[src/rtl/core/efps_pkg.sv]
// shared types and constants of the earliest free processor scheduler
// no dependencies; compiled first

package efps_pkg;

   // fixed field widths of the channels and the control register
   localparam int CSR_BITS      = 7;
   localparam int DURATION_BITS = 32;
   localparam int ID_OUT_BITS   = 6;
   localparam int START_BITS    = 48;

   // control from the register block to the sequencer
   typedef struct packed {
      logic                restart;   // register write: reload the table
      logic [CSR_BITS-1:0] count;     // active processors, already clamped
   } cfg_type;

endpackage

[src/rtl/core/efps_if.sv]
// valid/ready channel interfaces of the scheduler: job request and assignment
// depends on efps_pkg for the field widths

interface efps_req_if;
   import efps_pkg::*;

   logic                     valid;
   logic                     ready;
   logic [DURATION_BITS-1:0] job_duration;

   modport source (output valid, output job_duration, input ready);
   modport sink   (input valid, input job_duration, output ready);
endinterface

interface efps_rsp_if;
   import efps_pkg::*;

   logic                   valid;
   logic                   ready;
   logic [ID_OUT_BITS-1:0] processor_id;
   logic [START_BITS-1:0]  start_time;

   modport source (output valid, output processor_id, output start_time, input ready);
   modport sink   (input valid, input processor_id, input start_time, output ready);
endinterface

[src/rtl/core/efps_sift.sv]
// heap sequencer: clearing pass, root pop, sift-down over the table ram
// and the result register; depends on efps_pkg and efps_if

module efps_sift #(
   parameter int MAX_PROCESSORS = 64,
   parameter int TIME_BITS      = 48
) (
   input  logic                                           clock,
   input  logic                                           reset,
   input  efps_pkg::cfg_type                              cfg,
   efps_req_if.sink                                       req_if,
   efps_rsp_if.source                                     rsp_if,
   output logic                                           wr_en,
   output logic [$clog2(MAX_PROCESSORS)-1:0]              wr_addr,
   output logic [TIME_BITS+$clog2(MAX_PROCESSORS)-1:0]    wr_data,
   output logic [$clog2(MAX_PROCESSORS)-1:0]              rd_addr_a,
   output logic [$clog2(MAX_PROCESSORS)-1:0]              rd_addr_b,
   input  logic [TIME_BITS+$clog2(MAX_PROCESSORS)-1:0]    rd_data_a,
   input  logic [TIME_BITS+$clog2(MAX_PROCESSORS)-1:0]    rd_data_b
);
   import efps_pkg::*;

   localparam int AW = $clog2(MAX_PROCESSORS);
   localparam int EW = TIME_BITS + AW;
   localparam int IW = (AW + 2 > CSR_BITS + 1) ? AW + 2 : CSR_BITS + 1;
   localparam logic [TIME_BITS-1:0] TIME_MAX = {TIME_BITS{1'b1}};
   localparam logic [AW-1:0]        LAST_IDX = AW'(MAX_PROCESSORS - 1);

   typedef enum logic [3:0] {
      ST_CLEAR = 4'b0001,
      ST_IDLE  = 4'b0010,
      ST_ROOT  = 4'b0100,
      ST_SIFT  = 4'b1000
   } state_type;

   state_type              state_ff, state_in;
   logic [AW-1:0]          clr_ff, clr_in;
   logic [AW-1:0]          pos_ff, pos_in;
   logic [EW-1:0]          cur_ff, cur_in;
   logic [DURATION_BITS-1:0] dur_ff, dur_in;
   logic                   rsp_valid_ff, rsp_valid_in;
   logic [ID_OUT_BITS-1:0] rsp_id_ff, rsp_id_in;
   logic [START_BITS-1:0]  rsp_time_ff, rsp_time_in;

   logic                   accept;
   logic                   out_free;
   logic [TIME_BITS:0]     sum;
   logic [TIME_BITS-1:0]   new_time;
   logic [IW-1:0]          left_idx, right_idx, next_left;
   logic                   have_left, have_right;
   logic                   pick_right;
   logic [EW-1:0]          best_key;
   logic [AW-1:0]          best_idx;

   assign accept   = req_if.valid && req_if.ready;
   assign out_free = !rsp_valid_ff || rsp_if.ready;

   // saturating advance of the popped root time
   assign sum      = {1'b0, rd_data_a[EW-1:AW]} + (TIME_BITS+1)'(dur_ff);
   assign new_time = sum[TIME_BITS] ? TIME_MAX : sum[TIME_BITS-1:0];

   // children of the current position against the active heap size
   assign left_idx   = (IW'(pos_ff) << 1) + IW'(1);
   assign right_idx  = (IW'(pos_ff) << 1) + IW'(2);
   assign have_left  = left_idx < IW'(cfg.count);
   assign have_right = right_idx < IW'(cfg.count);
   assign pick_right = have_right && (rd_data_b < rd_data_a);
   assign best_key   = pick_right ? rd_data_b : rd_data_a;
   assign best_idx   = pick_right ? right_idx[AW-1:0] : left_idx[AW-1:0];

   always_comb begin
      state_in     = state_ff;
      clr_in       = clr_ff;
      pos_in       = pos_ff;
      cur_in       = cur_ff;
      dur_in       = dur_ff;
      rsp_valid_in = rsp_valid_ff;
      rsp_id_in    = rsp_id_ff;
      rsp_time_in  = rsp_time_ff;
      wr_en        = 1'b0;
      wr_addr      = pos_ff;
      wr_data      = cur_ff;

      if (rsp_if.ready) begin
         rsp_valid_in = 1'b0;
      end

      unique case (state_ff)
         ST_CLEAR: begin
            wr_en   = 1'b1;
            wr_addr = clr_ff;
            wr_data = {{TIME_BITS{1'b0}}, clr_ff};
            clr_in  = clr_ff + AW'(1);
            if (clr_ff == LAST_IDX) begin
               state_in = ST_IDLE;
            end
         end
         ST_IDLE: begin
            if (accept) begin
               dur_in   = req_if.job_duration;
               state_in = ST_ROOT;
            end
         end
         ST_ROOT: begin
            if (out_free) begin
               rsp_valid_in = 1'b1;
               rsp_id_in    = ID_OUT_BITS'(rd_data_a[AW-1:0]);
               rsp_time_in  = START_BITS'(rd_data_a[EW-1:AW]);
               cur_in       = {new_time, rd_data_a[AW-1:0]};
               pos_in       = '0;
               state_in     = ST_SIFT;
            end
         end
         ST_SIFT: begin
            wr_en = 1'b1;
            if (have_left && (best_key < cur_ff)) begin
               wr_data = best_key;
               pos_in  = best_idx;
            end else begin
               state_in = ST_IDLE;
            end
         end
         default: begin
            state_in = ST_CLEAR;
         end
      endcase

      if (cfg.restart) begin
         state_in = ST_CLEAR;
         clr_in   = '0;
      end
   end

   // reads: root while waiting for it, children of the next position in the sift
   assign next_left = (IW'(pos_in) << 1) + IW'(1);
   assign rd_addr_a = (state_in == ST_SIFT) ? next_left[AW-1:0] : '0;
   assign rd_addr_b = (state_in == ST_SIFT) ? next_left[AW-1:0] + AW'(1) : '0;

   always_ff @(posedge clock) begin
      if (reset) begin
         state_ff     <= ST_CLEAR;
         clr_ff       <= '0;
         rsp_valid_ff <= 1'b0;
      end else begin
         state_ff     <= state_in;
         clr_ff       <= clr_in;
         rsp_valid_ff <= rsp_valid_in;
      end
      pos_ff      <= pos_in;
      cur_ff      <= cur_in;
      dur_ff      <= dur_in;
      rsp_id_ff   <= rsp_id_in;
      rsp_time_ff <= rsp_time_in;
   end

   assign req_if.ready        = (state_ff == ST_IDLE);
   assign rsp_if.valid        = rsp_valid_ff;
   assign rsp_if.processor_id = rsp_id_ff;
   assign rsp_if.start_time   = rsp_time_ff;

`ifndef SYNTHESIS
   a_restart_clears: assert property (@(posedge clock) disable iff (reset)
      cfg.restart |=> (state_ff == ST_CLEAR))
      else $error("register write did not start the clearing pass");

   a_sift_in_heap: assert property (@(posedge clock) disable iff (reset)
      (wr_en && (state_ff == ST_SIFT)) |-> (IW'(wr_addr) < IW'(cfg.count)))
      else $error("sift wrote outside the active heap");

   a_result_from_root: assert property (@(posedge clock) disable iff (reset)
      $rose(rsp_valid_ff) |-> $past(state_ff == ST_ROOT))
      else $error("result raised outside the root pop");

   a_no_accept_busy: assert property (@(posedge clock) disable iff (reset)
      ((state_ff == ST_SIFT) || (state_ff == ST_CLEAR)) |-> !req_if.ready)
      else $error("request taken while the table is busy");
`endif

endmodule

[src/flat_wrapper.sv]
// flat-port wrapper written by rule: the top's interface ports become plain ports
module efps_sift_flat import efps_pkg::*;
#(
   parameter int MAX_PROCESSORS = 64,
   parameter int TIME_BITS      = 48
)
  (clock, reset, cfg, wr_en, wr_addr, wr_data, rd_addr_a, rd_addr_b, rd_data_a, rd_data_b, req_if_valid, req_if_job_duration, req_if_ready, rsp_if_valid, rsp_if_processor_id, rsp_if_start_time, rsp_if_ready);
  efps_req_if req_if_i ();
  efps_rsp_if rsp_if_i ();
  input  logic clock;
  input  logic reset;
  input  efps_pkg::cfg_type cfg;
  output logic wr_en;
  output logic [$clog2(MAX_PROCESSORS)-1:0] wr_addr;
  output logic [TIME_BITS+$clog2(MAX_PROCESSORS)-1:0] wr_data;
  output logic [$clog2(MAX_PROCESSORS)-1:0] rd_addr_a;
  output logic [$clog2(MAX_PROCESSORS)-1:0] rd_addr_b;
  input  logic [TIME_BITS+$clog2(MAX_PROCESSORS)-1:0] rd_data_a;
  input  logic [TIME_BITS+$clog2(MAX_PROCESSORS)-1:0] rd_data_b;
  input wire logic [$bits(req_if_i.valid)-1:0] req_if_valid;
  input wire logic [$bits(req_if_i.job_duration)-1:0] req_if_job_duration;
  output wire logic [$bits(req_if_i.ready)-1:0] req_if_ready;
  output wire logic [$bits(rsp_if_i.valid)-1:0] rsp_if_valid;
  output wire logic [$bits(rsp_if_i.processor_id)-1:0] rsp_if_processor_id;
  output wire logic [$bits(rsp_if_i.start_time)-1:0] rsp_if_start_time;
  input wire logic [$bits(rsp_if_i.ready)-1:0] rsp_if_ready;
  assign req_if_i.valid = req_if_valid;
  assign req_if_i.job_duration = req_if_job_duration;
  assign req_if_ready = req_if_i.ready;
  assign rsp_if_valid = rsp_if_i.valid;
  assign rsp_if_processor_id = rsp_if_i.processor_id;
  assign rsp_if_start_time = rsp_if_i.start_time;
  assign rsp_if_i.ready = rsp_if_ready;
  efps_sift #(.MAX_PROCESSORS(MAX_PROCESSORS), .TIME_BITS(TIME_BITS)) u_core (.clock(clock), .reset(reset), .cfg(cfg), .req_if(req_if_i), .rsp_if(rsp_if_i), .wr_en(wr_en), .wr_addr(wr_addr), .wr_data(wr_data), .rd_addr_a(rd_addr_a), .rd_addr_b(rd_addr_b), .rd_data_a(rd_data_a), .rd_data_b(rd_data_b));
endmodule
[config.mk]
export PLATFORM = sky130hd
export DESIGN_NAME = efps_sift_flat
export DESIGN_NICKNAME = d
export VERILOG_FILES = /design/src/rtl/core/efps_pkg.sv /design/src/rtl/core/efps_if.sv /design/src/rtl/core/efps_sift.sv /design/src/flat_wrapper.sv
export SDC_FILE = /design/constraint.sdc
export NUM_CORES = 1
export LEC_CHECK = 0
export BUFFER_PORTS_ARGS = -buffer_cell sky130_fd_sc_hd__buf_2
export CORE_MARGIN = 2
export CORE_UTILIZATION = 35
export DETAILED_ROUTE_END_ITERATION = 7
export MAX_ROUTING_LAYER = met4
export PLACE_DENSITY_LB_ADDON = 0.05
export SLEW_MARGIN = 20
export SYNTH_ARGS = -nofsm -noshare
export SYNTH_HDL_FRONTEND = slang
export SYNTH_SLANG_ARGS = --single-unit
[constraint.sdc]
create_clock -name clock -period 17.7 [get_ports clock]
set_input_delay 0.885 -clock clock [delete_from_list [all_inputs] [get_ports clock]]
set_output_delay 0.885 -clock clock [all_outputs]
set_load 0.02 [all_outputs]
==> metrics.md <==
| Metric | Value |
|---|---|
| Non-Filler Instances | `1926` |
| Critical path class | `in -> out` |
| Hold WC Path Type | `reg -> reg` |
| EDFF count, synth | `about 140` |
| Total GRT Usage | `21.0%` |
| Gate count after technology mapping | `1200` |
| Cell repeated most along the worst path | `ha_1` |
| Hold path depth | `2` |
| P_leak | `between 6 and 7 nW` |
| Final Critical Period | `8.81 ns` |
| RSZ-0062 raised after global routing | `false` |
| Hold Vio Cnt, Final | `0` |
| Number of DRC markers in iteration 0 | `495` |
| Synth Warn # | `0` |
| Worst slew margin | `34.3%` |
| Placer Congestion | `0.899` |
| Hold-fix buffers, CTS | `0` |
| Slew @ Worst Pin | `a little under 1 ns` |
| DR pass1 iterations | `7` |
| Netlist Area Pre-Place | `~12000 µm²` |
| Slowest CP cell | `buf_4` |
| Core Box Area | `32500 µm²` |
| DP Cell Count | `1887` |
| Maximum fanout along the worst path | `57` |
| Post-synth top area share | `35.1%` |
| Chip width | `186 µm` |
| Area leader, netlist | `edfxtp_1` |
| Ratio of cells with drive above 1 in the final layout | `26.6%` |
| VDD IR-drop max | `0.0000642 V` |
| Area grow syn2layout | `20.9%` |
| Port Buffers | `279` |
| R2r startpoint | `u_core.pos_ff[1]` |
| Setup crit end kind | `output pin` |
| Initial Util | `a little over a third` |
| Postcts setup bufs | `0` |
| Final number of setup-violating endpoints | `0` |
| CTS Buffer Depth | `2` |
| Asr flop ratio synth | `0%` |
| Final #Nets | `1770` |
| DRT antenna net count | `0` |
| Post-Route WL | `35.0 mm` |
| Commonest cells after routing, fill and taps aside | `buf_2 (279), ha_1 (153), nand2_1 (151)` |
| Die Ht | `186 µm` |
| R2R Setup Slk | `11.43 ns` |
| Most common cell after layout, fill and taps aside | `buf_2` |
| Clock Sinks | `151` |
| Top cells by area, synth | `edfxtp_1 (35%), ha_1 (17%), mux2_2 (5.3%)` |
| Syn Nets | `~1500` |
| RR Endpoint | `u_core.pos_ff[5]` |
| Status | `complete, no violations` |
| Pre-CTS setup slack | `8.69 ns` |
| Largest stage delay, worst path | `about 0.67 ns` |
| Largest net degree at the start of global routing | `109` |
| Drt via density | `5.08` |
| Num ports | `281` |
| First-pass GRT wire length | `52.6 mm` |
| # DRC | `0` |
| Reg2reg path depth | `22` |
| Number of antenna violations at the first check in global routing | `7` |
| Site Rows | `66` |
| Avg Synthesized Cell Area | `approximately 9.6 µm²` |
| FMAX | `0.114 GHz` |
| Routed len/inst | `18.2 µm` |
| Seq cells post-synth | `151` |
| GRT Residual Overflow | `0` |
| Routed vias | `9793` |
| Arr. time, crit path | `7.92 ns` |
| Distinct cells, synth | `70` |
| Skew-Pair Late Insertion Delay | `0.44 ns` |
| Setup ws final | `8.89 ns` |
| Root buf cell | `clkbuf_16` |
| Slew Limit Fails | `0` |
| Hold Crit Endpoint | `u_core.clr_ff[5]` |
| Final Skew | `0.00922 ns` |
| Reg clk slew, reported paths | `0.07 ns` |
| Pwr/cell area | `65.8 nW/µm²` |
| Max Cap Viol | `0` |
| Die area | `34500 µm²` |
| Main synth FF type | `edfxtp_1` |
| Sequential fraction of the synthesis area | `37.9%` |
| Min-delay src | `u_core.clr_ff[5]` |
| Fin crit share | `49.7%` |
| CTS tree | `yes` |
| Startpoint Class | `input pin` |
| Vias in the first global route | `between 9000 and 10000` |
| CP Data Required Time | `16.82 ns` |
| Cts bufs inserted | `17` |
| Setup TNS | `0 ns` |
| Final HPWL DP | `27.9 mm` |
| Post-CTS sizing | `0` |
| H-tree depth | `4` |
per-stage QoR:
stage	area (µm²)	hold slack [ns]	utilization (%)	power [mW]
after detailed placement	13400	0.500	41.1	0.560
final	14000	0.510	42.9	0.919
after global placement	13400	0.493	41.1	0.560
after global routing	14000	0.532	42.9	0.970
after floorplan	11600	0.467	-	0.504
after CTS	13900	0.509	42.9	0.933
final cells by class:
cell class | count | area (µm²)
Antenna cell | 7 | 17.5
Clock buffer | 17 | 425
Clock inverter | 15 | 158
Fill cell | 3294 | 18600
Inverter | 127 | 479
Multi-Input combinational cell | 879 | 6500
Sequential cell | 151 | 4370
Tap cell | 442 | 553
Timing Repair Buffer | 288 | 1470
worst max-delay path, delay by kind of cell:
kind / cells / cell delay, ns
AO/OA/AOI/OAI: 7 / 1.62
adder cells (fa/ha/maj): 3 / 0.89
buffers and inverters: 5 / 1.10
AND/OR/NAND/NOR: 10 / 2.67
multiplexers: 2 / 0.76
worst max-delay path by stage:
stage                  start           end
2_1_floorplan  rd_data_a[52]  rd_addr_b[5]
3_3_place_gp   rd_data_a[51]  rd_addr_b[3]
3_5_place_dp   rd_data_a[45]  rd_addr_b[3]
4_1_cts        rd_data_a[45]  rd_addr_b[3]
5_1_grt        rd_data_a[45]  rd_addr_b[5]
6_report       rd_data_a[45]  rd_addr_b[5]
report_power, final:
group          switching, mW  internal, mW
Clock                  0.166         0.200
Sequential          0.000402         0.389
Combinational         0.0906        0.0727
Total                  0.257         0.662
synthesized netlist by cell type (all sizes together) (3+ instances only):
| master | count |
|---|---|
| o221ai | 3 |
| inv | 127 |
| xor2 | 21 |
| a21oi | 68 |
| nor4 | 6 |
| nand2 | 153 |
| o211ai | 7 |
| mux2 | 55 |
| nand3 | 37 |
| o21a | 13 |
| ha | 153 |
| nor4b | 6 |
| a21o | 32 |
| nor2 | 43 |
| xnor2 | 19 |
| a211oi | 11 |
| nand3b | 3 |
| nor2b | 7 |
| o311ai | 5 |
| nand4 | 27 |
| a221o | 3 |
| buf | 26 |
| or2 | 5 |
| a31oi | 10 |
| nand2b | 13 |
| edfxtp | 135 |
| o21ai | 42 |
| a221oi | 4 |
| clkbuf | 17 |
| and2 | 7 |
| o21bai | 7 |
| or3 | 8 |
| and4 | 4 |
| a21boi | 5 |
| o31ai | 50 |
| and3 | 11 |
| o22ai | 3 |
| dfxtp | 16 |
| nor3 | 14 |
state kept, by name (all words and copies together), names as in the netlist:
register	cells
u_core.clr_ff	6
u_core.cur_ff	48
u_core.dur_ff	32
u_core.pos_ff	6
u_core.rsp_if.processor_id	6
u_core.rsp_if.start_time	48
u_core.rsp_if.valid	1
u_core.state_ff	4
per-layer routing:
| metal | track usage (%) | share of wire [%] |
|---|---|---|
| met1 | 27.8 | 47 |
| met2 | 32.0 | 45 |
| met3 | 5.01 | 6.1 |
| met4 | 5.83 | 1.8 |
| met5 | - | 0 |
cell families after synthesis:
logic type | share of synthesized area [%]
mux | 5.45
other cells | 0.0325
simple gates | 14.6
xor+xnor | 3.03
flops | 37.9
compound gates | 16.3
buf+inv | 6.06
fa+ha+maj | 16.7
Power figures use the tool's default switching activity.
